## config.mk

```make
export PLATFORM = sky130hd
export DESIGN_NAME = gtg_cfg
export DESIGN_NICKNAME = d
export VERILOG_FILES = /design/src/rtl/gtg_pkg.sv /design/src/rtl/gtg_cfg.sv
export SDC_FILE = /design/constraint.sdc
export NUM_CORES = 1
export LEC_CHECK = 0
export ABC_AREA = 1
export BUFFER_PORTS_ARGS = -buffer_cell sky130_fd_sc_hd__buf_2
export CORE_UTILIZATION = 25
export DETAILED_ROUTE_END_ITERATION = 7
export GPL_ROUTABILITY_DRIVEN = 1
export PLACE_DENSITY = 0.5
export SLEW_MARGIN = 10
export SYNTH_ARGS = -nofsm -noshare
export SYNTH_HDL_FRONTEND = slang
export SYNTH_SLANG_ARGS = --single-unit
```

## constraint.sdc

```tcl
create_clock -name clk -period 1.4 [get_ports clk]
set_input_delay 0.28 -clock clk [delete_from_list [all_inputs] [get_ports clk]]
set_output_delay 0.28 -clock clk [all_outputs]
set_load 0.02 [all_outputs]
```

## src/rtl/gtg_pkg.sv

```systemverilog
// Package for the go-to-goal velocity controller.
// Constants, register index codes, the gain struct and the CORDIC arctan table.
// No dependencies.
package gtg_pkg;

    // Default parameter values
    localparam int unsigned POSITION_WIDTH_DEF = 24;
    localparam int unsigned CORDIC_STAGES_DEF  = 16;

    // Fixed field widths
    localparam int unsigned GAIN_W      = 16;
    localparam int unsigned SPEED_W     = 16;
    localparam int unsigned YAW_W       = 19;
    localparam int unsigned ANGLE_W     = 20;   // bearing accumulator, Q.16 rad
    localparam int unsigned CFG_INDEX_W = 3;

    // Q.16 constants
    localparam logic signed [ANGLE_W-1:0] PI_Q16       = ANGLE_W'(205887);
    localparam logic        [GAIN_W-1:0]  INV_GAIN_Q16 = GAIN_W'(39797);

    // Register reset values
    localparam int GOAL_X_RST    = 327680;  // 5.0 m
    localparam int GOAL_Y_RST    = 0;
    localparam int TOL_RST       = 6554;    // 0.1 m
    localparam int LIN_GAIN_RST  = 6554;    // 0.1
    localparam int ANG_GAIN_RST  = 6554;    // 0.1
    localparam int MAX_SPEED_RST = 13107;   // 0.2 m/s

    typedef enum logic [CFG_INDEX_W-1:0] {
        REG_GOAL_X    = 3'd0,
        REG_GOAL_Y    = 3'd1,
        REG_TOLERANCE = 3'd2,
        REG_LIN_GAIN  = 3'd3,
        REG_ANG_GAIN  = 3'd4,
        REG_MAX_SPEED = 3'd5
    } cfg_reg_e;

    typedef struct packed {
        logic [GAIN_W-1:0]  lin_gain;
        logic [GAIN_W-1:0]  ang_gain;
        logic [SPEED_W-1:0] max_speed;
    } gain_cfg_t;

    // round(atan(2^-i) * 65536)
    function automatic logic [15:0] atan_q16(input int unsigned idx);
        logic [15:0] val;
        case (idx)
            0:       val = 16'd51472;
            1:       val = 16'd30386;
            2:       val = 16'd16055;
            3:       val = 16'd8150;
            4:       val = 16'd4091;
            5:       val = 16'd2047;
            6:       val = 16'd1024;
            7:       val = 16'd512;
            8:       val = 16'd256;
            9:       val = 16'd128;
            10:      val = 16'd64;
            11:      val = 16'd32;
            12:      val = 16'd16;
            13:      val = 16'd8;
            14:      val = 16'd4;
            15:      val = 16'd2;
            16:      val = 16'd1;
            default: val = 16'd0;
        endcase
        return val;
    endfunction

endpackage

```

## src/rtl/gtg_cfg.sv

```systemverilog
// Configuration register file: goal, arrival tolerance, gains, speed limit.
// Depends on gtg_pkg.
module gtg_cfg #(
    parameter int unsigned POSITION_WIDTH = gtg_pkg::POSITION_WIDTH_DEF
) (
    input  logic                                 clk,
    input  logic                                 rst_n,
    input  logic                                 cfg_wr_en,
    input  logic [gtg_pkg::CFG_INDEX_W-1:0]      cfg_index,
    input  logic [POSITION_WIDTH-1:0]            cfg_wdata,
    output logic signed [POSITION_WIDTH-1:0]     goal_x,
    output logic signed [POSITION_WIDTH-1:0]     goal_y,
    output logic [POSITION_WIDTH-2:0]            tolerance,
    output gtg_pkg::gain_cfg_t                   gains
);
    localparam int unsigned TOL_W = POSITION_WIDTH - 1;

    logic [POSITION_WIDTH-1:0] goal_x_reg;
    logic [POSITION_WIDTH-1:0] goal_y_reg;
    logic [TOL_W-1:0]          tol_reg;
    gtg_pkg::gain_cfg_t        gains_reg;

    always_ff @(posedge clk or negedge rst_n)
    begin
        if (!rst_n)
        begin
            goal_x_reg          <= POSITION_WIDTH'(gtg_pkg::GOAL_X_RST);
            goal_y_reg          <= POSITION_WIDTH'(gtg_pkg::GOAL_Y_RST);
            tol_reg             <= TOL_W'(gtg_pkg::TOL_RST);
            gains_reg.lin_gain  <= gtg_pkg::GAIN_W'(gtg_pkg::LIN_GAIN_RST);
            gains_reg.ang_gain  <= gtg_pkg::GAIN_W'(gtg_pkg::ANG_GAIN_RST);
            gains_reg.max_speed <= gtg_pkg::SPEED_W'(gtg_pkg::MAX_SPEED_RST);
        end
        else if (cfg_wr_en)
        begin
            case (gtg_pkg::cfg_reg_e'(cfg_index))
                gtg_pkg::REG_GOAL_X:    goal_x_reg          <= cfg_wdata;
                gtg_pkg::REG_GOAL_Y:    goal_y_reg          <= cfg_wdata;
                gtg_pkg::REG_TOLERANCE: tol_reg             <= cfg_wdata[TOL_W-1:0];
                gtg_pkg::REG_LIN_GAIN:  gains_reg.lin_gain  <= cfg_wdata[gtg_pkg::GAIN_W-1:0];
                gtg_pkg::REG_ANG_GAIN:  gains_reg.ang_gain  <= cfg_wdata[gtg_pkg::GAIN_W-1:0];
                gtg_pkg::REG_MAX_SPEED: gains_reg.max_speed <= cfg_wdata[gtg_pkg::SPEED_W-1:0];
                default:                ;   // unknown index: ignored
            endcase
        end
    end

    assign goal_x    = $signed(goal_x_reg);
    assign goal_y    = $signed(goal_y_reg);
    assign tolerance = tol_reg;
    assign gains     = gains_reg;

endmodule

```

==> metrics.txt <==
Max Cap Viol 0; routability cong. 0.735; Setup CP Type flop to output pin; DP Wirelength 10500 um; slowest CP cell dfstp_2; initial antenna violation count 0; total CTS buffers 17; Top Ports 149; Reg2Reg Setup Slack 0.60 ns; Syn Std Cell Area 4710 um2; worst vdd ir 0.797 mV; Starting Density 25.9%; Vias/cell 4.30; Final Core Density 36.4%; Non-Filler Instances 940; fin nets 728; H-tree Lvls 4; clk sinks 119; clock latency on the worst-skew pair 0.41 ns; vias in the first global route 4010; CP Launch Type flop; worst endpoint data arrival time 1.09 ns; routed vias 4045; Hold Slack 0.113 ns; sum of negative setup slack 0 ns; outcome complete, no violations; Cells after Synth 526; number of remaining DRC errors 0; Inst Count DP 906; diode count 0; critical path capture point gains[5]; CP Buf/Inv Count 1; RSZ-0062 raised after global routing no; layout cell share with drive strength beyond 1 35.6%; most common cell after layout, fill and taps aside nand2_1; row cnt 49; Warnings, synthesis 0; drt initial violations 178; Worst Skew 0 ns; WL final 15100 um; largest net degree at the start of global routing 45; Static Leak 3.64 nW; Max Slew Vio Count 0; crit path from gains[5]$_DFFE_PN1P_; Area growth syn-to-layout 40.6%; #FFs+latches synth 119; Seq/Total Area, Yosys 64.0%; R2R cell count 3; Reg clk slew, reported paths 0.05 ns; Critical Path Max Stage Delay 0.54 ns; critical path cell sequence buf_4; Horiz. Die Dim 139 um; Final Hold Viols 0; most frequent cells in the layout 278 x nand2_1, 119 x buf_2, 88 x dfrtp_1; Max-slew headroom 70.8%; fin crit period 1.37 ns; Unique masters post-synth 13; GR Util All Layers 16.4%; DR WL/cell 16.1 um; Post-Syn Nets 556; RR Endpoint tolerance[12]$_DFFE_PN1P_; hold crit path type input port to flop; Pre-antenna DRT Iters 4; CP Capture Type output pin; Setup WS pre-CTS 0.124 ns; clk root buf clkbuf_16; clock buffer depth 2; Port Buffers 148; GRT overflow 0; Critical Path Stages 1; wire length of the first global-routing pass 23900 um; worst r2r src tolerance[12]$_DFFE_PN1P_; TritonCTS clock tree done; crit path max fanout 2; Period Utilization, post-route 98.2%; Setup WS post-layout 0.0257 ns; Avg Cell Area, Syn 8.96 um2; Crit path required time 1.12 ns; Post-DRT Antenna Nets 0; pwr/cell area 1760 nW/um2; die height 139 um; core area 18200 um2; Die Footprint 19400 um2; fmax 0.728 GHz; endpoints failing setup 0; CP delay by family, top flip-flops; max reg flops 48; Slew @ Worst Pin 0.436 ns
[power by group]
part / total [mW] / internal, mW / switching (mW) / leakage (nW)
Clock: 4.46 / 2.92 / 1.53 / 0.297
Combinational: 2.63 / 0.912 / 1.72 / 1.92
Sequential: 4.58 / 4.21 / 0.369 / 1.43
Total: 11.7 / 8.05 / 3.62 / 3.64
[timing repair]
action,4_1_cts,5_1_grt
hold buffers,1,0
endpoints found under the hold margin,10,0
setup buffers,0,1
endpoints found under the setup margin,25,8
resized for setup,26,7
pin swaps,0,0
[cell type report]
| cell class | count | area (um2) |
|---|---|---|
| multi-input cells | 373 | 1540 |
| inverters | 6 | 22.5 |
| repair buffers | 181 | 1160 |
| well taps | 229 | 287 |
| flip-flops and latches | 119 | 3020 |
| fillers | 1878 | 11600 |
| clock inverters | 9 | 123 |
| clock buffers | 23 | 478 |
[cells in the mapped netlist]
| cell type | count | share of area (%) |
|---|---|---|
| inv_1 | 1 | 0.080 |
| nor2_1 | 1 | 0.080 |
| buf_4 | 2 | 0.32 |
| nand2_2 | 2 | 0.27 |
| nand3_1 | 87 | 9.2 |
| buf_1 | 1 | 0.080 |
| nand2_1 | 278 | 22 |
| dfrtp_1 | 88 | 47 |
| nor2_4 | 1 | 0.24 |
| buf_2 | 25 | 2.7 |
| inv_2 | 5 | 0.40 |
| dfstp_2 | 31 | 17 |
| nor2_2 | 4 | 0.53 |
[worst min-delay path by stage]
stage,start,end,slack [ns],depth (start not counted)
3_5_place_dp,rst_n,gains[11]$_DFFE_PN0P_,0.20,1
3_3_place_gp,rst_n,gains[11]$_DFFE_PN0P_,0.20,1
4_1_cts,cfg_wdata[18],goal_x[18]$_DFFE_PN1P_,0.09,3
6_report,cfg_wdata[23],goal_x[23]$_DFFE_PN0P_,0.11,3
2_1_floorplan,rst_n,gains[10]$_DFFE_PN0P_,-0.02,0
5_1_grt,cfg_wdata[18],goal_x[18]$_DFFE_PN1P_,0.10,3
[kinds of logic (layout without fill, tap and decap cells)]
| logic type | Yosys count | after routing | synth area share [%] |
|---|---|---|---|
| and+or+nand+nor | 373 | 373 | 32.5 |
| DFF | 119 | 119 | 64.0 |
| buffers and inverters | 34 | 219 | 3.53 |
[per-stage QoR]
stage          cell area, um2  total power [mW]
2_1_floorplan            4710              6.03
3_3_place_gp             5920              7.14
3_5_place_dp             5920              7.17
4_1_cts                  6600              11.8
5_1_grt                  6630              12.2
6_report                 6630              11.7
[per-layer routing]
metal / wire, um / GRT usage [%] / part of all wire [%]
met1: 7180 / 21.8 / 48
met4: 199 / 5.61 / 1.3
met3: 802 / 4.68 / 5.3
met5: 0 / 0 / 0
met2: 6910 / 25.6 / 46
Power figures use the tool's default switching activity.
