--- config.mk ---
export PLATFORM = sky130hd
export DESIGN_NAME = gtg_cmd
export DESIGN_NICKNAME = d
export VERILOG_FILES = /design/src/rtl/gtg_pkg.sv /design/src/rtl/gtg_cmd.sv
export SDC_FILE = /design/constraint.sdc
export NUM_CORES = 2
export LEC_CHECK = 0
export ABC_AREA = 1
export BUFFER_PORTS_ARGS = -buffer_cell sky130_fd_sc_hd__buf_2
export CORE_ASPECT_RATIO = 0.9
export CORE_UTILIZATION = 25
export CTS_CLUSTER_DIAMETER = 80
export DETAILED_ROUTE_END_ITERATION = 8
export PLACE_DENSITY_LB_ADDON = 0.25
export SLEW_MARGIN = 10
export SYNTH_ARGS = -nofsm -noshare
export SYNTH_HDL_FRONTEND = slang
export SYNTH_SLANG_ARGS = --single-unit
--- constraint.sdc ---
create_clock -name clk -period 6.1 [get_ports clk]
set_input_delay 0.305 -clock clk [delete_from_list [all_inputs] [get_ports clk]]
set_output_delay 0.305 -clock clk [all_outputs]
set_load 0.01 [all_outputs]
--- src/rtl/gtg_pkg.sv ---
// Package for the go-to-goal velocity controller.
// Constants, register index codes, the gain struct and the CORDIC arctan table.
// No dependencies.
package gtg_pkg;

    // Default parameter values
    localparam int unsigned POSITION_WIDTH_DEF = 24;
    localparam int unsigned CORDIC_STAGES_DEF  = 16;

    // Fixed field widths
    localparam int unsigned GAIN_W      = 16;
    localparam int unsigned SPEED_W     = 16;
    localparam int unsigned YAW_W       = 19;
    localparam int unsigned ANGLE_W     = 20;   // bearing accumulator, Q.16 rad
    localparam int unsigned CFG_INDEX_W = 3;

    // Q.16 constants
    localparam logic signed [ANGLE_W-1:0] PI_Q16       = ANGLE_W'(205887);
    localparam logic        [GAIN_W-1:0]  INV_GAIN_Q16 = GAIN_W'(39797);

    // Register reset values
    localparam int GOAL_X_RST    = 327680;  // 5.0 m
    localparam int GOAL_Y_RST    = 0;
    localparam int TOL_RST       = 6554;    // 0.1 m
    localparam int LIN_GAIN_RST  = 6554;    // 0.1
    localparam int ANG_GAIN_RST  = 6554;    // 0.1
    localparam int MAX_SPEED_RST = 13107;   // 0.2 m/s

    typedef enum logic [CFG_INDEX_W-1:0] {
        REG_GOAL_X    = 3'd0,
        REG_GOAL_Y    = 3'd1,
        REG_TOLERANCE = 3'd2,
        REG_LIN_GAIN  = 3'd3,
        REG_ANG_GAIN  = 3'd4,
        REG_MAX_SPEED = 3'd5
    } cfg_reg_e;

    typedef struct packed {
        logic [GAIN_W-1:0]  lin_gain;
        logic [GAIN_W-1:0]  ang_gain;
        logic [SPEED_W-1:0] max_speed;
    } gain_cfg_t;

    // round(atan(2^-i) * 65536)
    function automatic logic [15:0] atan_q16(input int unsigned idx);
        logic [15:0] val;
        case (idx)
            0:       val = 16'd51472;
            1:       val = 16'd30386;
            2:       val = 16'd16055;
            3:       val = 16'd8150;
            4:       val = 16'd4091;
            5:       val = 16'd2047;
            6:       val = 16'd1024;
            7:       val = 16'd512;
            8:       val = 16'd256;
            9:       val = 16'd128;
            10:      val = 16'd64;
            11:      val = 16'd32;
            12:      val = 16'd16;
            13:      val = 16'd8;
            14:      val = 16'd4;
            15:      val = 16'd2;
            16:      val = 16'd1;
            default: val = 16'd0;
        endcase
        return val;
    endfunction

endpackage

--- src/rtl/gtg_cmd.sv ---
// Command stages: gain correction, arrival test and gain products, saturation
// and output register. Depends on gtg_pkg.
module gtg_cmd #(
    parameter int unsigned POSITION_WIDTH = gtg_pkg::POSITION_WIDTH_DEF
) (
    input  logic                                clk,
    input  logic                                rst_n,
    input  logic                                in_valid,
    output logic                                in_ready,
    input  logic [POSITION_WIDTH+1:0]           magnitude,
    input  logic signed [gtg_pkg::ANGLE_W-1:0]  bearing,
    input  logic [POSITION_WIDTH-2:0]           tolerance,
    input  gtg_pkg::gain_cfg_t                  gains,
    output logic                                out_valid,
    input  logic                                out_ready,
    output logic [gtg_pkg::SPEED_W-1:0]         linear_velocity,
    output logic signed [gtg_pkg::YAW_W-1:0]    yaw_rate,
    output logic                                at_goal
);
    localparam int unsigned DW = POSITION_WIDTH + 2;        // distance width
    localparam int unsigned ZW = gtg_pkg::ANGLE_W;
    localparam int unsigned GW = gtg_pkg::GAIN_W;
    localparam int unsigned SW = gtg_pkg::SPEED_W;
    localparam int unsigned YW = gtg_pkg::YAW_W;

    logic v1_reg, v2_reg, v3_reg;
    logic r1, r2, r3;

    // stage 1: distance = magnitude / K
    logic [DW+GW-1:0]     dist_prod;
    logic [DW-1:0]        dist_reg;
    logic signed [ZW-1:0] z1_reg;

    // stage 2: arrival test, gain products
    logic [DW+GW-1:0]     lin_prod;
    logic signed [ZW+GW:0] yaw_prod;
    logic                 goal2_reg;
    logic [DW-1:0]        lin2_reg;
    logic signed [YW-1:0] yaw2_reg;

    // stage 3: saturation, output register
    logic [SW-1:0]        lin_sat;
    logic [SW-1:0]        lin3_reg;
    logic signed [YW-1:0] yaw3_reg;
    logic                 goal3_reg;

    assign r3       = !v3_reg || out_ready;
    assign r2       = !v2_reg || r3;
    assign r1       = !v1_reg || r2;
    assign in_ready = r1;

    assign dist_prod = DW'(magnitude) * gtg_pkg::INV_GAIN_Q16;
    assign lin_prod  = gains.lin_gain * dist_reg;
    assign yaw_prod  = $signed({1'b0, gains.ang_gain}) * z1_reg;

    always_comb
    begin
        if (lin2_reg > DW'(gains.max_speed))
        begin
            lin_sat = gains.max_speed;
        end
        else
        begin
            lin_sat = lin2_reg[SW-1:0];
        end
    end

    always_ff @(posedge clk or negedge rst_n)
    begin
        if (!rst_n)
        begin
            v1_reg <= 1'b0;
            v2_reg <= 1'b0;
            v3_reg <= 1'b0;
        end
        else
        begin
            if (r1)
            begin
                v1_reg <= in_valid;
            end
            if (r2)
            begin
                v2_reg <= v1_reg;
            end
            if (r3)
            begin
                v3_reg <= v2_reg;
            end
        end
    end

    always_ff @(posedge clk)
    begin
        if (r1 && in_valid)
        begin
            dist_reg <= dist_prod[DW+GW-1:GW];
            z1_reg   <= bearing;
        end
        if (r2 && v1_reg)
        begin
            goal2_reg <= (dist_reg <= DW'(tolerance));
            lin2_reg  <= lin_prod[DW+GW-1:GW];
            yaw2_reg  <= yaw_prod[GW+YW-1:GW];
        end
        if (r3 && v2_reg)
        begin
            goal3_reg <= goal2_reg;
            lin3_reg  <= goal2_reg ? '0 : lin_sat;
            yaw3_reg  <= goal2_reg ? '0 : yaw2_reg;
        end
    end

    assign out_valid       = v3_reg;
    assign linear_velocity = lin3_reg;
    assign yaw_rate        = yaw3_reg;
    assign at_goal         = goal3_reg;

endmodule

==> results.sh <==
export IMPL_outcome="finished, final reports clean"
export IMPL_grt_pass1_vias=33045
export IMPL_endpoint="yaw2_reg[11]$_DFFE_PP_"
export IMPL_cp_num_buf_inv=4
export IMPL_synth_nets=6350
export IMPL_syn_instance_count=5009
export IMPL_cts_root_buffer="clkbuf_16"
export IMPL_post_synth_instance_area_mm2=0.04038
export IMPL_crit_top_cell="fa_1"
export IMPL_clock_fmax_mhz=171.7
export IMPL_dr_pass1_iters=6
export IMPL_ys_warnings_count=0
export IMPL_synth_edff_count=128
export IMPL_multi_input_area_mm2=0.03018
export IMPL_whs_ps=49.68
export IMPL_clk_latency_ps=510
export IMPL_ys_seq_area_share_pct=9.705
export IMPL_ff2ff_setup_slack_ps=280
export IMPL_post_route_drc_count=0
export IMPL_drv_slew=0
export IMPL_grt_pass1_wl_um=187200
export IMPL_fin_crit_sh_pct=95.47
export IMPL_hold_violations=0
export IMPL_port_buffers=158
export IMPL_cts_sinks=131
export IMPL_ant_nets=0
export IMPL_synth_adder_area_share_pct=53.08
export IMPL_dp_hpwl_um=100900
export IMPL_skew_ps=23.00
export IMPL_register_area_mm2=0.003919
export IMPL_drv_cap=0
export IMPL_fin_util_pct=28.35
export IMPL_cp_num_cells=19
export IMPL_synth_area_per_cell_um2=8.061
export IMPL_drt_wirelength_per_cell_um=15.81
export IMPL_antenna_found_initial=4
export IMPL_grt_max_degree=47
export IMPL_synthXorXnorAreaFrac_pct=1.150
export IMPL_io_pins=159
export IMPL_required_ps=6350
export IMPL_holdCritPathClass="input port to register"
export IMPL_worstSetupStartpoint="z1_reg[19]$_DFFE_PP_"
export IMPL_crit_path_end_kind="register"
export IMPL_ys_flop_type="edfxtp_1"
export IMPL_topRoutingLayerUsed="met4"
export IMPL_synth_compound_area_share_pct=4.133
export IMPL_worst_pin_slew_ps=1098
export IMPL_wl_met1_um=58410
export IMPL_areaGrowthSynthToFinish_pct=12.35
export IMPL_cts_max_level=4
export IMPL_cpPeakStageDelay_ps=650
export IMPL_cp_cell_sequence="nand2_1 > inv_1 > fa_1 > inv_1 > fa_1 > inv_1 > fa_1 > fa_1 > fa_1 > fa_1 > ha_1 > nand2_1 > nor2_1 > inv_1 > nor2_1 > nand3_1 > o21bai_1 > nand4_1 > nand2_1"
export IMPL_cts_buffers=17
export IMPL_initial_core_util_pct=25.24
export IMPL_wl_met2_um=51410
export IMPL_dr_first_iter_drc_count=1773
export IMPL_crit_type="register to register"
export IMPL_clkTransAtPathRegs_ps=70
export IMPL_core_area_mm2=0.1600
export IMPL_r2r_end="yaw2_reg[11]$_DFFE_PP_"
export IMPL_cp_top_family="adder cells"
export IMPL_slew_headroom_pct=26.78
export IMPL_synth_top_family_by_area="adder cells"
export IMPL_fin_crit_ps=5824
export IMPL_ys_seq_elements=131
export IMPL_vias=30841
export IMPL_final_nets=6526
export IMPL_synthSimpleGateAreaFrac_pct=16.30
export IMPL_placed_cell_area_mm2=0.04425
export IMPL_fin_area_mm2=0.04537
export IMPL_met3_length_um=4157
export IMPL_routed_via_density=4.217
export IMPL_fill_cells=17468
export IMPL_synth_cell_types=48
export IMPL_grt_overflow=0
export IMPL_cpMaxStageDelayCell="fa_1"
export IMPL_cts_tree="built"
export IMPL_die_h_um=383.3
export IMPL_drive_gt1_share_pct=7.772
export IMPL_finalSetupTns_ps=0
export IMPL_r2r_start="z1_reg[19]$_DFFE_PP_"
export IMPL_grtUsageTotal_pct=14.73
export IMPL_rsz0062_at_grt="false"
export IMPL_gp_congestion=0.8913
export IMPL_rr_worst_depth=19
export IMPL_routed_wirelength_um=115600
export IMPL_die_w_um=425.6
export IMPL_cp_arrival_ps=6070
export IMPL_startpoint_type="register"
export IMPL_dieArea_mm2=0.1631
export IMPL_setup_viol=0
export IMPL_row_count=139
export IMPL_async_reset_ff_share_pct=2.290
export IMPL_cts_buffer_depth=2
export IMPL_cp_max_fo=7
export IMPL_synth_mux_area_share_pct=0
[metrics by stage]
step / instances / setup slack, ps
after global placement: 7229 / 56.16
final: 7314 / 276.5
after CTS: 7281 / 78.23
after floorplan: 5009 / 573.3
after global routing: 7313 / 3.896
after detailed placement: 7229 / 77.20
[what timing repair did]
action / in CTS / in global routing
setup buffers: 0 / 32
setup endpoints to repair: 0 / 23
resized for setup: 0 / 7
hold buffers: 20 / 0
endpoints found under the hold margin: 22 / 0
[cells in the mapped netlist (all sizes together), types with 5 or more instances]
cell	n	area share [%]
o21bai	19	0.35
nand2	1236	12
nor3	20	0.26
xnor2	15	0.33
o21ai	83	1.0
inv	1493	14
a31oi	7	0.11
xor2	38	0.82
fa	822	41
o21a	9	0.17
nand4	28	0.46
clkbuf	165	1.5
ha	398	12
a21o	13	0.24
a21boi	5	0.093
a21oi	155	2.0
edfxtp	128	9.5
buf	9	0.17
nor4	6	0.13
nand3	98	1.3
nor2	241	2.3
[cells by family after synthesis]
group | count (synthesis)
flip-flops | 131
XOR/XNOR | 53
adder cells (fa/ha/maj) | 1220
AND/OR/NAND/NOR | 1640
AO/OA/AOI/OAI | 297
buffers and inverters | 1668
[routing by layer]
layer,global-route usage [%],vias up
li1,-,14812
met1,21.76,15370
met2,23.30,585
met3,1.340,74
met4,2.811,0
met5,0,-
[placed cells by master, fill, tap and decap left out, types with 10 or more instances in the layout]
cell type      instances
inv_1               1487
nand2_1             1219
fa_1                 822
ha_1                 398
nor2_1               237
buf_2                158
a21oi_1              143
buf_4                129
edfxtp_1             128
nand3_1               88
o21ai_0               71
xor2_1                38
nand4_1               26
buf_12                25
dlygate4sd3_1         20
nor3_1                19
o21bai_1              19
clkbuf_16             17
xnor2_1               15
nand2_2               14
a21o_1                13
o21ai_1               12
a21oi_2               11
nand3_2               10
[layout make-up]
type                            instances  area share (%)
Antenna cell                            1        0.005516
Clock buffer                           17          0.9377
Clock inverter                         15          0.3006
Inverter                             1493           12.35
Multi-Input combinational cell       3210           66.51
Sequential cell                       131           8.638
Tap cell                             2115           5.833
Timing Repair Buffer                  332           5.422
[worst min-delay path by stage]
stage | cells past startpoint | start | endpoint | slack (ps)
floorplan | 0 | rst_n | out_valid$_DFFE_PN0P_ | 9
global placement | 1 | rst_n | out_valid$_DFFE_PN0P_ | 100
detailed placement | 1 | rst_n | out_valid$_DFFE_PN0P_ | 100
CTS | 1 | bearing[19] | z1_reg[19]$_DFFE_PP_ | 10
global route | 1 | bearing[19] | z1_reg[19]$_DFFE_PP_ | 30
finish | 1 | bearing[19] | z1_reg[19]$_DFFE_PP_ | 50
Power is not shown: default switching activity piles up to over one toggle a cycle in this logic, so the estimate is an artifact.
