## src/rtl/gtg_pkg.sv

```systemverilog
// Package for the go-to-goal velocity controller.
// Constants, register index codes, the gain struct and the CORDIC arctan table.
// No dependencies.
package gtg_pkg;

    // Default parameter values
    localparam int unsigned POSITION_WIDTH_DEF = 24;
    localparam int unsigned CORDIC_STAGES_DEF  = 16;

    // Fixed field widths
    localparam int unsigned GAIN_W      = 16;
    localparam int unsigned SPEED_W     = 16;
    localparam int unsigned YAW_W       = 19;
    localparam int unsigned ANGLE_W     = 20;   // bearing accumulator, Q.16 rad
    localparam int unsigned CFG_INDEX_W = 3;

    // Q.16 constants
    localparam logic signed [ANGLE_W-1:0] PI_Q16       = ANGLE_W'(205887);
    localparam logic        [GAIN_W-1:0]  INV_GAIN_Q16 = GAIN_W'(39797);

    // Register reset values
    localparam int GOAL_X_RST    = 327680;  // 5.0 m
    localparam int GOAL_Y_RST    = 0;
    localparam int TOL_RST       = 6554;    // 0.1 m
    localparam int LIN_GAIN_RST  = 6554;    // 0.1
    localparam int ANG_GAIN_RST  = 6554;    // 0.1
    localparam int MAX_SPEED_RST = 13107;   // 0.2 m/s

    typedef enum logic [CFG_INDEX_W-1:0] {
        REG_GOAL_X    = 3'd0,
        REG_GOAL_Y    = 3'd1,
        REG_TOLERANCE = 3'd2,
        REG_LIN_GAIN  = 3'd3,
        REG_ANG_GAIN  = 3'd4,
        REG_MAX_SPEED = 3'd5
    } cfg_reg_e;

    typedef struct packed {
        logic [GAIN_W-1:0]  lin_gain;
        logic [GAIN_W-1:0]  ang_gain;
        logic [SPEED_W-1:0] max_speed;
    } gain_cfg_t;

    // round(atan(2^-i) * 65536)
    function automatic logic [15:0] atan_q16(input int unsigned idx);
        logic [15:0] val;
        case (idx)
            0:       val = 16'd51472;
            1:       val = 16'd30386;
            2:       val = 16'd16055;
            3:       val = 16'd8150;
            4:       val = 16'd4091;
            5:       val = 16'd2047;
            6:       val = 16'd1024;
            7:       val = 16'd512;
            8:       val = 16'd256;
            9:       val = 16'd128;
            10:      val = 16'd64;
            11:      val = 16'd32;
            12:      val = 16'd16;
            13:      val = 16'd8;
            14:      val = 16'd4;
            15:      val = 16'd2;
            16:      val = 16'd1;
            default: val = 16'd0;
        endcase
        return val;
    endfunction

endpackage

```

## src/rtl/gtg_cordic.sv

```systemverilog
// Offset stage plus unrolled CORDIC vectoring pipeline, one register stage per
// iteration. Produces distance (unscaled by 1/K) and bearing. Depends on gtg_pkg.
module gtg_cordic #(
    parameter int unsigned POSITION_WIDTH = gtg_pkg::POSITION_WIDTH_DEF,
    parameter int unsigned CORDIC_STAGES  = gtg_pkg::CORDIC_STAGES_DEF
) (
    input  logic                                    clk,
    input  logic                                    rst_n,
    input  logic                                    in_valid,
    output logic                                    in_ready,
    input  logic signed [POSITION_WIDTH-1:0]        pos_x,
    input  logic signed [POSITION_WIDTH-1:0]        pos_y,
    input  logic signed [POSITION_WIDTH-1:0]        goal_x,
    input  logic signed [POSITION_WIDTH-1:0]        goal_y,
    output logic                                    out_valid,
    input  logic                                    out_ready,
    output logic [POSITION_WIDTH+1:0]               magnitude,
    output logic signed [gtg_pkg::ANGLE_W-1:0]      bearing
);
    // offsets need P+1 bits; CORDIC growth (K * sqrt 2 < 4) adds two more
    localparam int unsigned W  = POSITION_WIDTH + 3;
    localparam int unsigned N  = CORDIC_STAGES;
    localparam int unsigned ZW = gtg_pkg::ANGLE_W;

    logic                 vld_reg [0:N];
    logic signed [W-1:0]  x_reg   [0:N];
    logic signed [W-1:0]  y_reg   [0:N];
    logic signed [ZW-1:0] z_reg   [0:N];
    logic signed [W-1:0]  x_next  [0:N];
    logic signed [W-1:0]  y_next  [0:N];
    logic signed [ZW-1:0] z_next  [0:N];
    logic                 vld_in  [0:N];
    logic                 rdy     [0:N+1];

    // offset to goal, rotated by pi when it points backwards
    logic signed [POSITION_WIDTH:0] dx;
    logic signed [POSITION_WIDTH:0] dy;

    always_comb
    begin
        dx = $signed({goal_x[POSITION_WIDTH-1], goal_x})
           - $signed({pos_x[POSITION_WIDTH-1], pos_x});
        dy = $signed({goal_y[POSITION_WIDTH-1], goal_y})
           - $signed({pos_y[POSITION_WIDTH-1], pos_y});
        if (dx[POSITION_WIDTH])
        begin
            x_next[0] = -W'(dx);
            y_next[0] = -W'(dy);
            z_next[0] = dy[POSITION_WIDTH] ? -gtg_pkg::PI_Q16 : gtg_pkg::PI_Q16;
        end
        else
        begin
            x_next[0] = W'(dx);
            y_next[0] = W'(dy);
            z_next[0] = '0;
        end
    end

    assign vld_in[0] = in_valid;
    assign in_ready  = rdy[0];
    assign rdy[N+1]  = out_ready;

    genvar k;
    generate
        for (k = 1; k <= N; k++)
        begin : g_iter
            localparam logic signed [ZW-1:0] ATAN =
                $signed({{(ZW-16){1'b0}}, gtg_pkg::atan_q16(k-1)});
            logic signed [W-1:0] xs;
            logic signed [W-1:0] ys;

            assign xs = x_reg[k-1] >>> (k-1);
            assign ys = y_reg[k-1] >>> (k-1);
            assign vld_in[k] = vld_reg[k-1];

            always_comb
            begin
                if (!y_reg[k-1][W-1])
                begin
                    x_next[k] = x_reg[k-1] + ys;
                    y_next[k] = y_reg[k-1] - xs;
                    z_next[k] = z_reg[k-1] + ATAN;
                end
                else
                begin
                    x_next[k] = x_reg[k-1] - ys;
                    y_next[k] = y_reg[k-1] + xs;
                    z_next[k] = z_reg[k-1] - ATAN;
                end
            end
        end

        for (k = 0; k <= N; k++)
        begin : g_stage
            assign rdy[k] = !vld_reg[k] || rdy[k+1];

            always_ff @(posedge clk or negedge rst_n)
            begin
                if (!rst_n)
                begin
                    vld_reg[k] <= 1'b0;
                end
                else if (rdy[k])
                begin
                    vld_reg[k] <= vld_in[k];
                end
            end

            always_ff @(posedge clk)
            begin
                if (rdy[k] && vld_in[k])
                begin
                    x_reg[k] <= x_next[k];
                    y_reg[k] <= y_next[k];
                    z_reg[k] <= z_next[k];
                end
            end
        end
    endgenerate

    // x never goes negative in vectoring mode
    assign out_valid = vld_reg[N];
    assign magnitude = x_reg[N][POSITION_WIDTH+1:0];
    assign bearing   = z_reg[N];

endmodule

```

## config.mk

```make
export PLATFORM = sky130hd
export DESIGN_NAME = gtg_cordic
export DESIGN_NICKNAME = d
export VERILOG_FILES = /design/src/rtl/gtg_pkg.sv /design/src/rtl/gtg_cordic.sv
export SDC_FILE = /design/constraint.sdc
export NUM_CORES = 2
export LEC_CHECK = 0
export BUFFER_PORTS_ARGS = -buffer_cell sky130_fd_sc_hd__buf_4
export CORE_ASPECT_RATIO = 2
export CORE_MARGIN = 1
export CORE_UTILIZATION = 30
export CTS_BUF_LIST = sky130_fd_sc_hd__clkbuf_8
export CTS_CLUSTER_DIAMETER = 80
export CTS_CLUSTER_SIZE = 8
export DETAILED_ROUTE_END_ITERATION = 12
export MAX_ROUTING_LAYER = met4
export PLACE_DENSITY = 0.5
export SLEW_MARGIN = 20
export SYNTH_ARGS = -nofsm -noshare
export SYNTH_HDL_FRONTEND = slang
export SYNTH_SLANG_ARGS = --single-unit
```

## constraint.sdc

```tcl
create_clock -name clk -period 7.1 [get_ports clk]
set_clock_uncertainty 0.15 [all_clocks]
set_input_delay 1.42 -clock clk [delete_from_list [all_inputs] [get_ports clk]]
set_output_delay 1.42 -clock clk [all_outputs]
set_load 0.01 [all_outputs]
```

==> impl_summary.md <==
Run status
The flow ran to the end, and the final reports show no timing, DRC or antenna violations.

Timing
Setup total negative slack on the finished layout was measured at 0 ns. The final period demand of the worst path is 5.94 ns. The relative slew slack is 19.3%.

The number of max-slew violations in the final report is 0. For the pin with the worst max-slew slack, the measured transition is 1.20 ns. The number of hold violations in the final report is 0. The total setup violations reported at the end of the flow is 0.

The fmax is 168 MHz. The portion of the clock cycle consumed by the worst path in the final layout is 83.7%. Setup repair after global routing left no endpoint under its margin.

Floorplan
The starting utilization of the core area is 30.1%. The core region is 334000 µm². After floorplanning, the core was divided into 300 placement rows. The height of the chip is 821 µm. Measured along the x axis, the die boundary spans 411 µm. The total die area is 338000 µm².

During I/O placement, the number of pins put on the boundary was 148.

GRT
The via count of the first global-routing pass was 86100. Entering global routing, the biggest net connects 58 pins. The first global-routing pass estimated 542000 µm of wire.

The overall global routing resource usage is 23.0%. The number of antenna violations at the first check in global routing is 7. The total overflow left after global routing is 0.

Worst setup path
The worst setup path is captured at a register. The kind of start point of the critical path is a register. The category of the critical setup timing path is reg -> reg. Among the stages of the critical path, the cell type that occurs most often is sky130_fd_sc_hd__xnor2_1. On the worst path, the slowest cell contributes a delay of 0.64 ns. The cell type of the slowest stage on the worst timing path is sky130_fd_sc_hd__nor3b_1. The number of cells traversed by the worst register-to-register path is 16.

The required time of the critical path is 7.66 ns. The critical path goes through or3_1 -> nor3b_1 -> nor2b_1 -> a31oi_1 -> xnor2_1 -> ha_1 -> and4_1 -> and2_1 -> o2111a_1 -> a211o_1 -> o221a_2 -> or4_1 -> and3_1 -> a2111oi_2 -> a21oi_1 -> xnor2_1. At the worst endpoint, the arrival time is 6.51 ns. Of all nets on the critical path, the largest fanout is 6.

Routing
After detailed routing, the total wire length is 385000 µm. The top routing layer in use is met4. The per-cell routed wire length is 25.0 µm.

The detail route stage leaves a number of antenna-violating nets equal to 0. The routed layout has 81500 vias. The wire length on met1 is 79400 µm. The DRC violations left is 0. The first-pass iteration count of the detailed router is 7. The detailed route wirelength on metal3 is 9880 µm. The wire length on met2 is 235000 µm. The via count normalized by instance count is 5.30.

The number of DRC markers after the initial detailed-route iteration is 3352.

Cells and area
The filler cells instantiated in the layout total 34000. In the layout the commonest cells are sky130_fd_sc_hd__edfxtp_1 (1193), sky130_fd_sc_hd__ha_1 (1128), sky130_fd_sc_hd__nor2_1 (1108), sky130_fd_sc_hd__xnor2_1 (988), sky130_fd_sc_hd__a21oi_1 (988). The layout net count is 12200. The commonest non-fill, non-tap cell in the layout is sky130_fd_sc_hd__edfxtp_1.

The multi-input combinational cell area is 61500 µm². In the final layout, the share of cells above drive strength 1 is 6.63%. The register area is 36200 µm². The signed area change from the synthesized netlist to the final layout is 10.4%. The register with the most flip-flops in the layout has 456 of them.

Place
The last weighted congestion value of the routability-driven placer is 1.03. The HPWL after detailed placement is 327000 µm. The count of buffers added on input and output ports is 147.

Logic synthesis
Counting flops with a built-in enable in the synthesized netlist gives 1193. Counting flops and latches in the post-synthesis netlist gives 1210. After synthesis, the netlist uses 97 different library cells. The async set-reset flop share out of synthesis is 1.40%. The proportion of synthesized chip area in sequential cells is 36.1%. The number of instances in the synthesized netlist is 10600.

The count of synthesis-stage warnings from yosys is 0. The mapped netlist covers 101000 µm². The most used flip-flop cell after synthesis is sky130_fd_sc_hd__edfxtp_1.

The average instance in the mapped netlist occupies 9.47 µm².

Clock network
The clock transition at the registers of the reported paths is 0.07 ns. The number of buffers on the longest clock path is 4. The clock root buffer master is sky130_fd_sc_hd__clkbuf_8.

Post-CTS repair changed the size of 0 cells. Buffers inserted to repair hold after CTS numbered 0. The clock drives 1210 sinks. The total CTS buffers is 179. At the later pin of the worst-skew pair, clock insertion delay measures 1.01 ns. The total number of H-tree levels is 4. The buffers inserted during post-CTS setup optimization is 0.

TritonCTS built the clock tree.

Hold path
The worst hold path belongs to the class in -> async.

Flow run
The number of max-capacitance violations reported is 0.
-- critical path: cells and delay by family, from the launching register on --
| family | cells | cell delay, ns |
|---|---|---|
| AOI/OAI and AO/OA | 6 | 1.59 |
| xor gates and xnor gates | 2 | 0.30 |
| adders and majority gates | 1 | 0.37 |
| DFF | 1 | 0.46 |
| and+or+nand+nor | 7 | 2.80 |
-- final timing paths --
path / start / endpoint / slack (ns)
max in group asynchronous: rst_n / vld_in[14]$_DFFE_PN0P_ / 6.31
worst min-delay path: rst_n / vld_in[13]$_DFFE_PN0P_ / 0.20
worst max register to register: y_reg[0][30]$_DFFE_PP_ / x_reg[0][80]$_DFFE_PP_ / 1.16
worst min register to register: z_reg[1][63]$_DFFE_PP_ / z_reg[1][83]$_DFFE_PP_ / 0.23
min in group clk: z_reg[1][63]$_DFFE_PP_ / z_reg[1][83]$_DFFE_PP_ / 0.23
worst max-delay path: y_reg[0][30]$_DFFE_PP_ / x_reg[0][80]$_DFFE_PP_ / 1.16
-- layout make-up --
class	instances	area share [%]
multi-input combinational	8609	55.5
clock inverter	39	0.166
timing repair buffer	342	2.39
tap	4379	4.94
clock buffer	181	2.24
inverter	629	2.13
antenna	9	0.0203
sequential	1210	32.7
-- synthesized netlist by cell type, types with 40 or more instances --
library cell               count  area [µm²]
sky130_fd_sc_hd__or2_2        46         288
sky130_fd_sc_hd__and3_1      134         838
sky130_fd_sc_hd__edfxtp_1   1193       35800
sky130_fd_sc_hd__inv_1       628        2360
sky130_fd_sc_hd__or3_1        73         457
sky130_fd_sc_hd__clkbuf_1    130         488
sky130_fd_sc_hd__a21oi_1     990        4950
sky130_fd_sc_hd__nor4_1       74         463
sky130_fd_sc_hd__o21ai_0     511        2560
sky130_fd_sc_hd__nor3_1      375        1880
sky130_fd_sc_hd__nand4_1      50         313
sky130_fd_sc_hd__xor2_1      445        3900
sky130_fd_sc_hd__nand2_1     506        1900
sky130_fd_sc_hd__nand2b_1    137         857
sky130_fd_sc_hd__a21boi_0     66         495
sky130_fd_sc_hd__nand3_1     186         931
sky130_fd_sc_hd__nor2b_1     176        1100
sky130_fd_sc_hd__a21o_1      312        2340
sky130_fd_sc_hd__fa_1         50        1000
sky130_fd_sc_hd__o211ai_1     47         353
sky130_fd_sc_hd__xnor2_1     991        8680
sky130_fd_sc_hd__and2_1       75         469
sky130_fd_sc_hd__nor2_1     1108        4160
sky130_fd_sc_hd__ha_1       1128       14100
sky130_fd_sc_hd__o21a_1      140        1050
sky130_fd_sc_hd__o41ai_1      40         350
sky130_fd_sc_hd__a31oi_1     135         845
sky130_fd_sc_hd__a211oi_1     76         571
sky130_fd_sc_hd__a211o_1      44         385
sky130_fd_sc_hd__o31ai_1      48         360
sky130_fd_sc_hd__o21bai_1    131         983
-- metrics by stage --
stage / hold slack, ns / cell area, µm² / util (%) / std cells / setup WS, ns
4_1_cts: 0.0932 / 111000 / 33.2 / 15400 / 1.14
2_1_floorplan: 0.250 / 101000 / - / 10600 / 0.842
3_5_place_dp: 0.255 / 108000 / 32.4 / 15200 / 1.18
3_3_place_gp: 0.258 / 108000 / 32.4 / 15200 / 0.913
6_report: 0.199 / 111000 / 33.3 / 15400 / 1.16
5_1_grt: 0.152 / 111000 / 33.3 / 15400 / 0.849
-- logic make-up after synthesis --
group | synth area share (%)
xor+xnor | 12.5
simple gates | 14.9
flops | 36.1
mux | 0.635
fa+ha+maj | 15.0
buf+inv | 2.98
other cells | 0.00373
compound gates | 17.9
-- per-layer routing --
metal / vias to the layer above / GRT usage [%]
met5: - / -
met3: 1507 / 2.72
met2: 2035 / 49.7
met1: 38500 / 10.8
li1: 39500 / -
met4: 0 / 29.8
Power is left out: the tool's default activity adds up to more than one toggle a clock period on the data nets, which glitch-free logic cannot reach.
